## src/rtl/lmrs_pkg.sv

```systemverilog
// Shared types and constants for the LED matrix rainbow sparkle frame renderer.
// Holds the frame geometry, register codes, reset values and the colour types.
// No dependencies.
package lmrs_pkg;

  // The pixel count must be a power of two, so index arithmetic wraps by width.
  localparam int unsigned PIX_CNT     = 256;
  localparam int unsigned ROW_LEN     = 16;
  localparam int unsigned PIX_W       = $clog2(PIX_CNT);
  localparam int unsigned RISE_STRIDE = ROW_LEN + 1;
  localparam int unsigned FALL_STRIDE = ROW_LEN - 1;

  localparam int unsigned LVL_W      = 8;
  localparam int unsigned SUM_W      = LVL_W + 2;
  localparam int unsigned CFG_IDX_W  = 2;
  localparam int unsigned CFG_DATA_W = 8;
  localparam int unsigned IN_DATA_W  = 32;
  localparam int unsigned OUT_DATA_W = 3 * LVL_W;

  typedef enum logic [CFG_IDX_W-1:0] {
    REG_DECAY = 2'd0,
    REG_PEAK  = 2'd1,
    REG_FLOOR = 2'd2,
    REG_SHIFT = 2'd3
  } cfg_reg_e;

  typedef enum logic {
    FUNC_LOAD   = 1'b0,
    FUNC_RENDER = 1'b1
  } func_e;

  localparam logic [LVL_W-1:0] DECAY_RST = 8'd30;
  localparam logic [LVL_W-1:0] PEAK_RST  = 8'd255;
  localparam logic [LVL_W-1:0] FLOOR_RST = 8'd0;
  localparam logic [LVL_W-1:0] SHIFT_RST = 8'd96;

  typedef struct packed {
    logic [LVL_W-1:0] fade_step;
    logic [LVL_W-1:0] peak_level;
    logic [LVL_W-1:0] floor_level;
    logic [LVL_W-1:0] base_shift;
  } cfg_t;

  typedef struct packed {
    logic [LVL_W-1:0] blue;
    logic [LVL_W-1:0] green;
    logic [LVL_W-1:0] red;
  } rgb_t;

  typedef struct packed {
    logic [SUM_W-1:0] blue;
    logic [SUM_W-1:0] green;
    logic [SUM_W-1:0] red;
  } rgb_sum_t;

  typedef struct packed {
    logic sum_en;
    logic out_en;
  } mrg_ctl_t;

endpackage

```

## src/rtl/lmrs_merge.sv

```systemverilog
// Merge stages: adds base colour and both sparkle intensities, then clamps.
// Two register stages, enabled by the pipeline control of the top level.
// Depends on lmrs_pkg.
module lmrs_merge (
  input  logic              clk_i,
  input  lmrs_pkg::mrg_ctl_t ctl_i,
  input  lmrs_pkg::cfg_t    cfg_i,
  input  lmrs_pkg::rgb_t    base_i,
  input  logic [7:0]        rise_i,
  input  logic [7:0]        fall_i,
  output lmrs_pkg::rgb_t    pix_o
);
  import lmrs_pkg::*;

  rgb_sum_t sum_q;
  rgb_t     pix_q;

  function automatic logic [LVL_W-1:0] clamp(input logic [SUM_W-1:0] s_in,
                                             input logic [LVL_W-1:0] lo,
                                             input logic [LVL_W-1:0] hi);
    logic [SUM_W-1:0] s;
    s = s_in;
    if (s < SUM_W'(lo)) s = SUM_W'(lo);
    if (s > SUM_W'(hi)) s = SUM_W'(hi);
    return s[LVL_W-1:0];
  endfunction

  always_ff @(posedge clk_i) begin
    if (ctl_i.sum_en) begin
      sum_q.red   <= SUM_W'(base_i.red) + SUM_W'(rise_i) + SUM_W'(fall_i);
      sum_q.green <= SUM_W'(base_i.green) + SUM_W'(rise_i) + SUM_W'(fall_i);
      sum_q.blue  <= SUM_W'(base_i.blue) + SUM_W'(rise_i) + SUM_W'(fall_i);
    end
  end

  always_ff @(posedge clk_i) begin
    if (ctl_i.out_en) begin
      pix_q.red   <= clamp(sum_q.red, cfg_i.floor_level, cfg_i.peak_level);
      pix_q.green <= clamp(sum_q.green, cfg_i.floor_level, cfg_i.peak_level);
      pix_q.blue  <= clamp(sum_q.blue, cfg_i.floor_level, cfg_i.peak_level);
    end
  end

  assign pix_o = pix_q;

endmodule

```

## config.mk

```make
export PLATFORM = sky130hd
export DESIGN_NAME = lmrs_merge
export DESIGN_NICKNAME = d
export VERILOG_FILES = /design/src/rtl/lmrs_pkg.sv /design/src/rtl/lmrs_merge.sv
export SDC_FILE = /design/constraint.sdc
export NUM_CORES = 1
export LEC_CHECK = 0
export ABC_CLOCK_PERIOD_IN_PS = 5200
export BUFFER_PORTS_ARGS = -buffer_cell sky130_fd_sc_hd__buf_2
export CAP_MARGIN = 30
export CORE_UTILIZATION = 56
export CTS_CLUSTER_SIZE = 10
export DETAILED_ROUTE_END_ITERATION = 8
export PLACE_DENSITY_LB_ADDON = 0.2
export SLEW_MARGIN = 20
export SYNTH_ARGS = -nofsm -noshare
export SYNTH_HDL_FRONTEND = slang
export SYNTH_SLANG_ARGS = --single-unit
```

## constraint.sdc

```tcl
create_clock -name clk_i -period 5.2 [get_ports clk_i]
set_input_delay 0 -clock clk_i [delete_from_list [all_inputs] [get_ports clk_i]]
set_output_delay 0 -clock clk_i [all_outputs]
set_load 0.01 [all_outputs]
```

# Yosys cells after proc, flatten, opt, wreduce, memory -nomap -nowiden
# Index checks and enable logic that the tools add are counted.
[totals] regBits=54 latchBits=0 ram_bits=0 romBits=0 input_bits=75 output_inout_bits=24 n_memories=0
[op_classes] n_addsub=6 n_mul=0 div=0 n_lt_le_gt_ge=6 eq_ne=0 shifts=0 muxes=9 bitwise_logic=0 n_reduce_logical=0
[ops] op="10-bit two-way mux" count=6
[ops] op="9-bit by 8-bit adder with 10-bit output" count=3
[ops] op="10-bit by 8-bit > comparator with 1-bit output" count=3
[ops] op="10-bit by 8-bit < comparator with 1-bit output" count=3
[ops] op="8-bit by 8-bit adder with 9-bit output" count=3
[ops] op="8-bit two-way mux" count=3

# Depth between registers and ports, before layout
# Gate-level depths: netlist (run 1).
[logic_depth] ltp_word=5 ltp_mapped=13 depth_no_buf=12

# Worst setup path after synthesis (run 1)
# OpenSTA, ideal clock, no wires.
[synth_timing] path_type="flip-flop to flip-flop" from="register sum_q[27] (netlist name)" to="register pix_q, in the netlist pix_o[17], data pin" t_arrival_ns=3.415 t_required_ns=4.940 setup_slack_ns=1.525 path_stages_with_launch=11 period_less_slack_ns=3.675 path_cell_list="edfxtp_1 ha_1 a2111o_1 a211oi_4 mux2_2 ha_1 a21o_1 a21oi_1 o221ai_1 a211oi_2 mux2_2"
[synth_via] elab_chain_cells=5
[synth_rtl] element="start, declared" line_no="lmrs_merge.sv:15" source="rgb_sum_t sum_q;"
[synth_rtl] element="10-bit by 8-bit < comparator with 1-bit output" line_no="lmrs_merge.sv:23" source="if (s < SUM_W'(lo)) s = SUM_W'(lo);"
[synth_rtl] element="10-bit two-way mux *" line_no="lmrs_merge.sv:23"
[synth_rtl] element="10-bit two-way mux *" line_no="lmrs_merge.sv:37" source="if (ctl_i.out_en) begin"
[synth_rtl] element="10-bit by 8-bit > comparator with 1-bit output" line_no="lmrs_merge.sv:24" source="if (s > SUM_W'(hi)) s = SUM_W'(hi);"
[synth_rtl] element="8-bit two-way mux *" line_no="lmrs_merge.sv:24"
[synth_rtl] element="end, declared" line_no="lmrs_merge.sv:16" source="rgb_t pix_q;"
# Mark *: on every way between the ends. The rest lies on a longest branch, timed or not. The select of a mux whose other input is x is not followed.
# A chain may end at the register's enable or synchronous reset.

# Worst setup path in the final report (run 1)
[layout_timing] from="register sum_q[27] (netlist name)" to="register pix_q, in the netlist pix_o[20], data pin"
# Same word-level chain as after synthesis.

==> flow_results.org, run 1 <==
** Outcome
- Outcome :: finished clean

** Routing
- TritonRoute pass-1 iters :: 5
- The routed layout has about 3.2k vias.
- Overall routed net length :: 8900 um
- Violation count after the first detailed-routing iteration :: between 90 and 100
- Residual DRC count :: 0
- Antenna-violating nets left :: 0
- Post-DR vias/cell :: about 5.6
- Average wire per standard cell :: between 15 and 20 um

** Power and ir drop
- In this run the static leakage power is ~2.3 nW.
- Sw power :: around 0.59 mW
- Dividing total power by cell area gives a power density of 323 mW/mm2.
- The clock network burns 16.3% of the power.
- Switching power as a share of total power :: about 35%
- Combinational logic is responsible for a little under half of the overall power.
- Relative contribution of sequential cells to total power :: between 30% and 40%
- Tot Pwr :: 1.69 mW
- Design internal power :: 1.11 mW
- Across the VDD grid, the largest voltage drop is roughly 0.14 mV.

** Logic synthesis
- Number of warnings printed during yosys synthesis :: 0
- Netlist cell types :: 37
- For this run, the register share of the synthesized area comes to 35.3%.
- Synthesized net count :: roughly 550
- The average instance in the mapped netlist occupies between 10 and 15 um2.
- Number of instances in the synthesized netlist :: about 380
- In the post-synthesis netlist, the biggest area contributors are sky130_fd_sc_hd__edfxtp_1 (35%), sky130_fd_sc_hd__ha_1 (18%), sky130_fd_sc_hd__fa_1 (12%).
- Number of storage elements in the synthesis netlist :: 54
- The synthesized design devotes to its leading area cell type 35.3% of total area.
- Cell taking the most area after synthesis :: sky130_fd_sc_hd__edfxtp_1
- In this run the cell area of the synthesized design comes to between 0.004 and 0.005 mm2.

** Timing
- Worst Slack Setup Final :: 0.899 ns
- Of the available clock period, the critical path in the final layout requires ~83%.
- Headroom to the max-slew limit :: 39.3%
- Final Hold Slack :: between 0.02 and 0.025 ns
- After layout, the minimum clock period comes to about 4.3 ns.
- Pin slew with the least headroom to its limit :: approximately 0.9 ns
- Total negative slack :: 0 ns
- RSZ-0062 raised after global routing :: false
- Number of hold-slack violations in the final timing report :: 0
- The final-report max-slew violation count is 0.
- Worst Skew :: ~0.012 ns
- Max Clock Freq :: approximately 0.23 GHz
- Setup violations remaining at the end of the flow were counted as 0.

** Cells and area
- Summing all non-filler instances in the final layout gives an area of 0.00524 mm2.
- The final layout contains between 600 and 700 nets.
- Final standard cell count with taps included and fillers excluded :: approximately 580
- Layout cells sized above 1 :: ~29%
- Count of inserted antenna diode cells :: 0
- Fill cells in the final layout number 622.
- Relative to the synthesized area, the layout overhead comes to 14.0%.
- Cells fill between 60% and 70% of the core in the end.

** Setup path
- At the worst endpoint, the arrival time is around 4.4 ns.
- Largest fanout of any net on the critical path :: 8
- Endpoint class of the critical path :: register
- The critical path is of the reg2reg type.
- For the worst setup path, the data required time is roughly 5.3 ns.
- Startpoint type of the worst setup path :: register

** CTS
- The number of setup buffers added after CTS is 0.
- Clock tree synthesis inserted a total of 5 buffers.
- Number of buffers on the longest clock path :: 2
- Clock tree from TritonCTS :: yes
- CTS saw 54 sinks.
- In this run the clock root is driven by a sky130_fd_sc_hd__clkbuf_8.
- Clock latency reported for the late side of the worst-skew pair :: ~0.32 ns
- Clock-pin slew was measured on the worst setup and hold paths at 0.10 ns.
- The H-tree generated during clock tree synthesis spans 2 levels.
- # resized after CTS :: 0
- After clock tree synthesis, the flow added hold-fix buffers numbering 0.

** Placed design
- The placed instances occupy a cell area of 0.00513 mm2.
- Detailed placement finished with a half-perimeter wire length of between 7000 and 8000 um.
- Buffers placed on the I/O ports in this run total 82.
- Placed Instances :: 567
- Pre-CTS worst setup slack :: between 0.9 and 1 ns
- Global placement routability congestion :: 0.877

** Floorplanning
- The die covers approximately 0.0086 mm2.
- After floorplanning, the core was divided into 32 placement rows.
- In this run the count of I/O pins placed on the die edge is 99.
- The die is ~93 um wide.
- In this run the vertical extent of the chip is just over 90 um.
- After floorplanning, the core was sized to cover between 0.007 and 0.008 mm2.
- For this configuration, the core starts out at a cell density of about three fifths.

** Global route
- Entering global routing, the biggest net connects 31 pins.
- Global routing finished with a remaining overflow of 0.
- Via count of the first global-routing pass :: roughly 3.3k
- Antenna violations before repair :: 0
- Global-route wire length before repair :: between 10000 and 15000 um
- Global Route Usage Sum :: between 20% and 30%

** Flow run
- Number of maximum-capacitance constraint violations :: 0

** Worst hold path
- The worst hold path belongs to the class in2reg.
final cells by class:
cell class                 instances  area (um2)  area share, %
clock buffer                       5        68.8           1.31
inverter                          45         169           3.22
multi-input combinational        284        2800           53.5
tap                              102         128           2.44
sequential                        54        1620           30.9
timing repair buffer              82         410           7.83
clock inverter                     3        40.0          0.764
cell families after synthesis:
logic type	Yosys count	share of synthesized area (%)
AND/OR/NAND/NOR	53	5.53
flip-flops	54	35.3
buffers and inverters	46	3.76
AO/OA/AOI/OAI	78	11.8
multiplexers	48	11.6
adder cells (fa/ha/maj)	93	29.7
XOR/XNOR	12	2.29
flip-flops by register name (all words and copies together) (netlist names):
| register | count |
|---|---|
| pix_o | 24 |
| sum_q | 30 |
placed cells by master (no fill, tap or decap), drive strengths merged, types with 6 or more instances in the layout:
master  netlist  final
a211oi        9      9
o21a         12     12
nand2        10     10
inv          45     45
mux2i         6      6
nor3          8      8
edfxtp       54     54
xnor2        12     12
buf           0     82
mux2         42     42
o21ai        15     15
ha           66     66
fa           27     27
nor2         16     16
a21oi        23     23
critical path, cell delays in order (launching register included):
cell and delay (ns):
sky130_fd_sc_hd__edfxtp_1 0.41, sky130_fd_sc_hd__ha_1 0.31, sky130_fd_sc_hd__a2111o_1 0.44, sky130_fd_sc_hd__a211oi_4 0.49, sky130_fd_sc_hd__mux2_2 0.42, sky130_fd_sc_hd__ha_1 0.32
sky130_fd_sc_hd__a211oi_1 0.27, sky130_fd_sc_hd__o221ai_1 0.23, sky130_fd_sc_hd__a211oi_2 0.77, sky130_fd_sc_hd__mux2_2 0.41
path summary, 6_finish.rpt:
kind	start	end	slack, ns	depth (start not counted)
setup reg to reg	sum_q[27]$_DFFE_PP_	pix_o[20]$_DFFE_PP_	0.90	9
setup / recovery	sum_q[27]$_DFFE_PP_	pix_o[20]$_DFFE_PP_	0.90	9
hold / removal	cfg_i[21]	pix_o[13]$_DFFE_PP_	0.02	2
hold reg to reg	sum_q[0]$_DFFE_PP_	pix_o[0]$_DFFE_PP_	0.73	2
metal layers:
| metal | wire (um) | track usage [%] |
|---|---|---|
| met3 | 354 | 2.96 |
| met4 | 430 | 12.6 |
| met5 | 0 | 0 |
| met1 | 3730 | 26.3 |
| met2 | 4390 | 39.9 |
synthesized netlist by cell type, drive strengths merged:
| cell type | n |
|---|---|
| ha | 66 |
| edfxtp | 54 |
| inv | 45 |
| mux2 | 42 |
| fa | 27 |
| a21oi | 23 |
| nor2 | 16 |
| o21ai | 15 |
| o21a | 12 |
| xnor2 | 12 |
| nand2 | 10 |
| a211oi | 9 |
| nor3 | 8 |
| mux2i | 6 |
| a21o | 5 |
| nand4 | 5 |
| nor2b | 5 |
| nand2b | 3 |
| nand3 | 3 |
| a2111o | 2 |
| a2111oi | 2 |
| o22ai | 2 |
| o41ai | 2 |
| clkbuf | 1 |
| nor3b | 1 |
| o211ai | 1 |
| o221a | 1 |
| o221ai | 1 |
| o22a | 1 |
| o311a | 1 |
| o31a | 1 |
| or2 | 1 |
| or3 | 1 |
power by group through the flow:
stage,sequential [mW],clock (mW),combinational [mW]
after floorplan,0.646,0,0.541
after global placement,0.639,0,0.760
after detailed placement,0.642,0,0.778
after CTS,0.632,0.283,0.786
after global routing,0.640,0.298,0.878
final,0.632,0.276,0.784
Note: power is estimated with default switching activity, not from simulation.
==> inputs of run 2 (changes only) <==
--- a/config.mk
+++ b/config.mk
@@ -5,10 +5,11 @@
 export SDC_FILE = /design/constraint.sdc
 export NUM_CORES = 1
 export LEC_CHECK = 0
-export ABC_CLOCK_PERIOD_IN_PS = 5200
+export ABC_AREA = 1
+export ABC_CLOCK_PERIOD_IN_PS = 3650
 export BUFFER_PORTS_ARGS = -buffer_cell sky130_fd_sc_hd__buf_2
 export CAP_MARGIN = 30
-export CORE_UTILIZATION = 56
+export CORE_UTILIZATION = 51
 export CTS_CLUSTER_SIZE = 10
 export DETAILED_ROUTE_END_ITERATION = 8
 export PLACE_DENSITY_LB_ADDON = 0.2
==> constraint.sdc (replaced) <==
create_clock -name clk_i -period 3.65 [get_ports clk_i]
set_input_delay 0 -clock clk_i [delete_from_list [all_inputs] [get_ports clk_i]]
set_output_delay 0 -clock clk_i [all_outputs]
set_load 0.01 [all_outputs]
==> run 2 against run 1 <==
Effect of this change:
- via count rose by 26%
- hold slack improved by 0.026 ns
- sequential share of layout area fell by 2.9 points
- largest power group unchanged
- core utilization fell by 7.4 points
- cell count rose by 41%
- synthesized cell count rose by 53%
- wire length rose by 16%
- worst setup slack got worse by 0.16 ns
- power rose by 45%
- register-to-register slack got worse by 0.16 ns
- global-route usage fell by 1.2 points
- critical endpoint is now pix_o[17]$_DFFE_PP_
- sequential cell count did not move
==> flow_results.org, run 2 <==
** Timing
- The final hold slack was 0.0472 ns (was 0.0215 ns).
- The final worst clock skew was 0.00828 ns (was 0.0119 ns).
- Slew Limit Fails :: 0 (unchanged)
- The maximum operating frequency is 0.343 GHz (was 0.233 GHz).
- The final worst-path cycle share came to 79.8% (was 82.7%).
- RSZ-0062 raised after global routing: false (unchanged).
- The number of failing hold endpoints at the final stage was 0 (unchanged).
- Headroom to the max-slew limit :: 58.3% (was 39.3%)
- The summed negative setup slack over all endpoints was 0 ns (unchanged).
- Post-route minimum period :: 2.91 ns (was 4.30 ns)
- Count of endpoints failing setup in the final report :: 0 (unchanged)
- The worst-margin pin slew is 0.625 ns (was 0.904 ns).

** Cells and area
- End-of-flow core utilization :: 59.4% (was 66.8%)
- The number of fill cells is 895 (was 622).
- Register with the most flip-flops :: sum_q (unchanged)
- Cell area after layout :: 0.00578 mm2 (was 0.00524 mm2)
- The number of antenna repair diodes is 0 (unchanged).
- The flip-flop count of the largest register after layout came to 30 (unchanged).
- The final layout net count was 846 (was 640).
- Top library cells by usage in the layout, fill and taps aside: sky130_fd_sc_hd__nand2_1 (160), sky130_fd_sc_hd__inv_1 (102), sky130_fd_sc_hd__buf_2 (82), sky130_fd_sc_hd__ha_1 (66), sky130_fd_sc_hd__edfxtp_1 (54) (was sky130_fd_sc_hd__buf_2 (82), sky130_fd_sc_hd__ha_1 (66), sky130_fd_sc_hd__edfxtp_1 (54), sky130_fd_sc_hd__inv_1 (45), sky130_fd_sc_hd__mux2_2 (42)).
- The fraction of layout instances using a drive strength above 1 came to 15.9% (was 29.2%).
- The leading cell type in the layout, fill and taps excluded is sky130_fd_sc_hd__nand2_1 (was sky130_fd_sc_hd__buf_2).
- The area added between synthesis and finish is 13.3% (was 14.0%).

** Logic synthesis
- The register bit count reported by yosys came to 54 (unchanged).
- Synthesized net count :: 757 (was 552)
- Area of the mapped netlist :: 0.00510 mm2 (was 0.00460 mm2)
- Leading cell types by total area after synthesis :: sky130_fd_sc_hd__edfxtp_1 (32%), sky130_fd_sc_hd__ha_1 (16%), sky130_fd_sc_hd__nand2_1 (12%) (was sky130_fd_sc_hd__edfxtp_1 (35%), sky130_fd_sc_hd__ha_1 (18%), sky130_fd_sc_hd__fa_1 (12%))
- Number of warnings printed during yosys synthesis :: 0 (unchanged)
- List of most frequent post-synthesis cells: sky130_fd_sc_hd__nand2_1 (160), sky130_fd_sc_hd__inv_1 (102), sky130_fd_sc_hd__ha_1 (66), sky130_fd_sc_hd__edfxtp_1 (54), sky130_fd_sc_hd__nand3_1 (41) (was sky130_fd_sc_hd__ha_1 (66), sky130_fd_sc_hd__edfxtp_1 (54), sky130_fd_sc_hd__inv_1 (45), sky130_fd_sc_hd__mux2_2 (42), sky130_fd_sc_hd__fa_1 (27)).
- The count of flip-flops with a built-in enable after synthesis was 54 (unchanged).
- The most frequently used flop master after synthesis is sky130_fd_sc_hd__edfxtp_1 (unchanged).
- Async S/R FF share, synth :: 0% (unchanged)
- The unique cell type count in the Yosys netlist came to 24 (was 37).
- The mean cell area of the mapped netlist came to 8.65 um2 (was 12.0 um2).
- The largest area contributor in the synthesized netlist was sky130_fd_sc_hd__edfxtp_1 (unchanged).
- The cell with the most instances after synthesis is sky130_fd_sc_hd__nand2_1 (was sky130_fd_sc_hd__ha_1).
- Sequential fraction of the synthesis area :: 31.8% (was 35.3%)
- The proportion of netlist area held by the largest area contributor is 31.8% (was 35.3%).
- The number of instances in the synthesized netlist was 589 (was 384).

** CTS
- The H-tree depth is 2 (unchanged).
- The clock root buffer was sky130_fd_sc_hd__clkbuf_8 (unchanged).
- The number of gates given a new drive strength after cts was 0 (unchanged).
- The TritonCTS sink count was 54 (unchanged).
- The number of clock buffers inserted by TritonCTS is 5 (unchanged).
- Buffer count from post-CTS setup fixing :: 0 (unchanged)
- The post-CTS clock slew at the launch and capture registers of the worst setup and hold paths is 0.09 ns (was 0.10 ns).
- The CTS tree is yes (unchanged).
- The cts-stage hold buffer count was 0 (unchanged).
- The clock tree buffer depth came to 2 (unchanged).
- Clock latency reported for the late side of the worst-skew pair :: 0.30 ns (was 0.32 ns)

** Global route
- The number of antenna violations at the first check in global routing is 0 (unchanged).
- The layer with the highest usage is met2 (unchanged).
- The met1 track utilization from global routing is 25.3% (was 26.3%).
- The first-pass GRT wire length was 17200 um (was 14900 um).
- Global Route Usage Sum :: 21.4% (was 22.6%)
- Maximum number of pins on one net before global-route repair :: 31 (unchanged)
- The met3 usage came to 2.94% (was 2.96%).
- Via count of the first global-routing pass :: 3943 (was 3332)
- The met2 usage came to 40.1% (was 39.9%).
- Residual overflow from global routing :: 0 (unchanged)

** Floorplanning
- Boundary Pins :: 99 (unchanged)
- Core Area :: 0.00973 mm2 (was 0.00785 mm2)
- The number of placement rows was 36 (was 32).
- Area of the die :: 0.0104 mm2 (was 0.00857 mm2)
- Die width :: 102 um (was 92.6 um)
- Starting density of the core :: 52.4% (was 58.6%)
- The floorplan die height was 102 um (was 92.6 um).

** Power and ir drop
- Static leakage :: 2.98 nW (was 2.30 nW)
- The total power after layout was 2.46 mW (was 1.69 mW).
- The largest voltage drop on the vdd net was 0.261 mV (was 0.140 mV).
- Power density over the cells :: 425 mW/mm2 (was 323 mW/mm2)

** Worst hold path
- Hold path depth :: 3 (was 2)
- The classification of the worst-slack hold path was in2reg (unchanged).

** Setup path
- Critical path arrival :: 2.97 ns (was 4.37 ns)
- Startpoint type of the worst setup path :: register (unchanged)
- Cell at the slowest stage of the critical path :: sky130_fd_sc_hd__edfxtp_1 (was sky130_fd_sc_hd__a211oi_2)
- Endpoint class of the critical path :: register (unchanged)
- The maximum cell stage delay along the critical path came to 0.41 ns (was 0.77 ns).
- The worst-path maximum fanout is 9 (was 8).
- Number of buffer and inverter instances along the worst setup path :: 3 (was 0)
- The cell family with the largest share of critical-path delay is simple AND/OR/NAND/NOR gates (was compound AO/OA/AOI/OAI gates).
- The depth of the critical timing path with buffers and inverters included is 17 (was 9).
- Most used cell along the critical path :: sky130_fd_sc_hd__nand2_1
- The required time of the critical path came to 3.70 ns (was 5.27 ns).
- Ordered list of cells on the worst path: ha_1 > nand2_1 > inv_1 > nand2_1 > inv_1 > nand2_1 > nand3_4 > nand2_1 > and2_1 > ha_1 > nand2_1 > nor2_1 > nand4_1 > nand2_2 > inv_2 > nand2_1 > nand2_1 (was ha_1 > a2111o_1 > a211oi_4 > mux2_2 > ha_1 > a211oi_1 > o221ai_1 > a211oi_2 > mux2_2).
- Path type of the worst setup path :: reg2reg (unchanged)
- The number of cells on the worst reg-to-reg path came to 17 (was 9).

** Placed design
- Placed wire-length estimate after detailed placement :: 9090 um (was 7740 um)
- The count of input and output buffers is 82 (unchanged).
- Placed standard-cell area :: 0.00567 mm2 (was 0.00513 mm2)
- The global placer's final weighted congestion was 0.883 (was 0.877).

** Routing
- The via total after detailed routing came to 4029 (was 3193).
- Antenna-violating nets left :: 0 (unchanged)
- Average wire per standard cell :: 12.7 um (was 15.5 um)
- Violation count after the first detailed-routing iteration :: 145 (was 99)
- The residual DRC count came to 0 (unchanged).
- Overall routed net length :: 10300 um (was 8900 um)
- TritonRoute pass-1 iters :: 4 (was 5)
- Post-DR vias/cell :: 4.97 (was 5.55)

** Flow run
- The max capacitance violation total came to 0 (unchanged).

** Outcome
- Outcome: finished clean (unchanged).
run 2: per-stage QoR:
stage / instances / setup WS, ns
2_1_floorplan: 589 / 1.09
3_3_place_gp: 804 / 0.865
3_5_place_dp: 804 / 0.752
4_1_cts: 811 / 0.727
5_1_grt: 811 / 0.452
6_report: 811 / 0.737
run 2: path summary, 6_finish.rpt:
path	startpoint	end	slack (ns)
setup / recovery	sum_q[27]$_DFFE_PP_	pix_o[17]$_DFFE_PP_	0.74
hold / removal	cfg_i[21]	pix_o[5]$_DFFE_PP_	0.05
setup reg to reg	sum_q[27]$_DFFE_PP_	pix_o[17]$_DFFE_PP_	0.74
hold reg to reg	sum_q[0]$_DFFE_PP_	pix_o[0]$_DFFE_PP_	0.72
run 2: worst register-to-register path: cells and delay by family, from the launching register on:
| kind | cells | cell delay, ns |
|---|---|---|
| DFF | 1 | 0.41 |
| adders and majority gates | 2 | 0.61 |
| and+or+nand+nor | 12 | 1.43 |
| buffers and inverters | 3 | 0.20 |
run 2: cells by family (layout without fill, tap and decap cells):
| family | after synthesis | count (layout) | synth area share [%] |
|---|---|---|---|
| XOR/XNOR | 16 | 16 | 2.75 |
| AO/OA/AOI/OAI | 31 | 31 | 3.39 |
| AND/OR/NAND/NOR | 290 | 290 | 27.5 |
| adder cells (fa/ha/maj) | 93 | 93 | 26.8 |
| flip-flops | 54 | 54 | 31.8 |
| buffers and inverters | 105 | 194 | 7.73 |
run 2: per-layer routing:
| metal | vias up | wire (um) |
|---|---|---|
| met5 | - | 0 |
| met4 | 0 | 259 |
| met2 | 116 | 5100 |
| met3 | 18 | 373 |
| met1 | 1775 | 4560 |
| li1 | 2120 | - |
run 2: final cells by class:
| cell class | instances | area, um2 | area share, % |
|---|---|---|---|
| multi-input combinational | 430 | 3080 | 53.3 |
| sequential | 54 | 1620 | 28.1 |
| timing repair buffer | 82 | 410 | 7.11 |
| inverter | 105 | 394 | 6.82 |
| tap | 133 | 166 | 2.88 |
| clock buffer | 5 | 68.8 | 1.19 |
| clock inverter | 2 | 33.8 | 0.585 |
run 2: report_power, final:
| group | leakage [nW] | total, mW | internal, mW | switching, mW |
|---|---|---|---|---|
| sequential | 0.530 | 0.909 | 0.858 | 0.0504 |
| clock | 0.0517 | 0.370 | 0.198 | 0.172 |
| combinational | 2.40 | 1.18 | 0.486 | 0.692 |
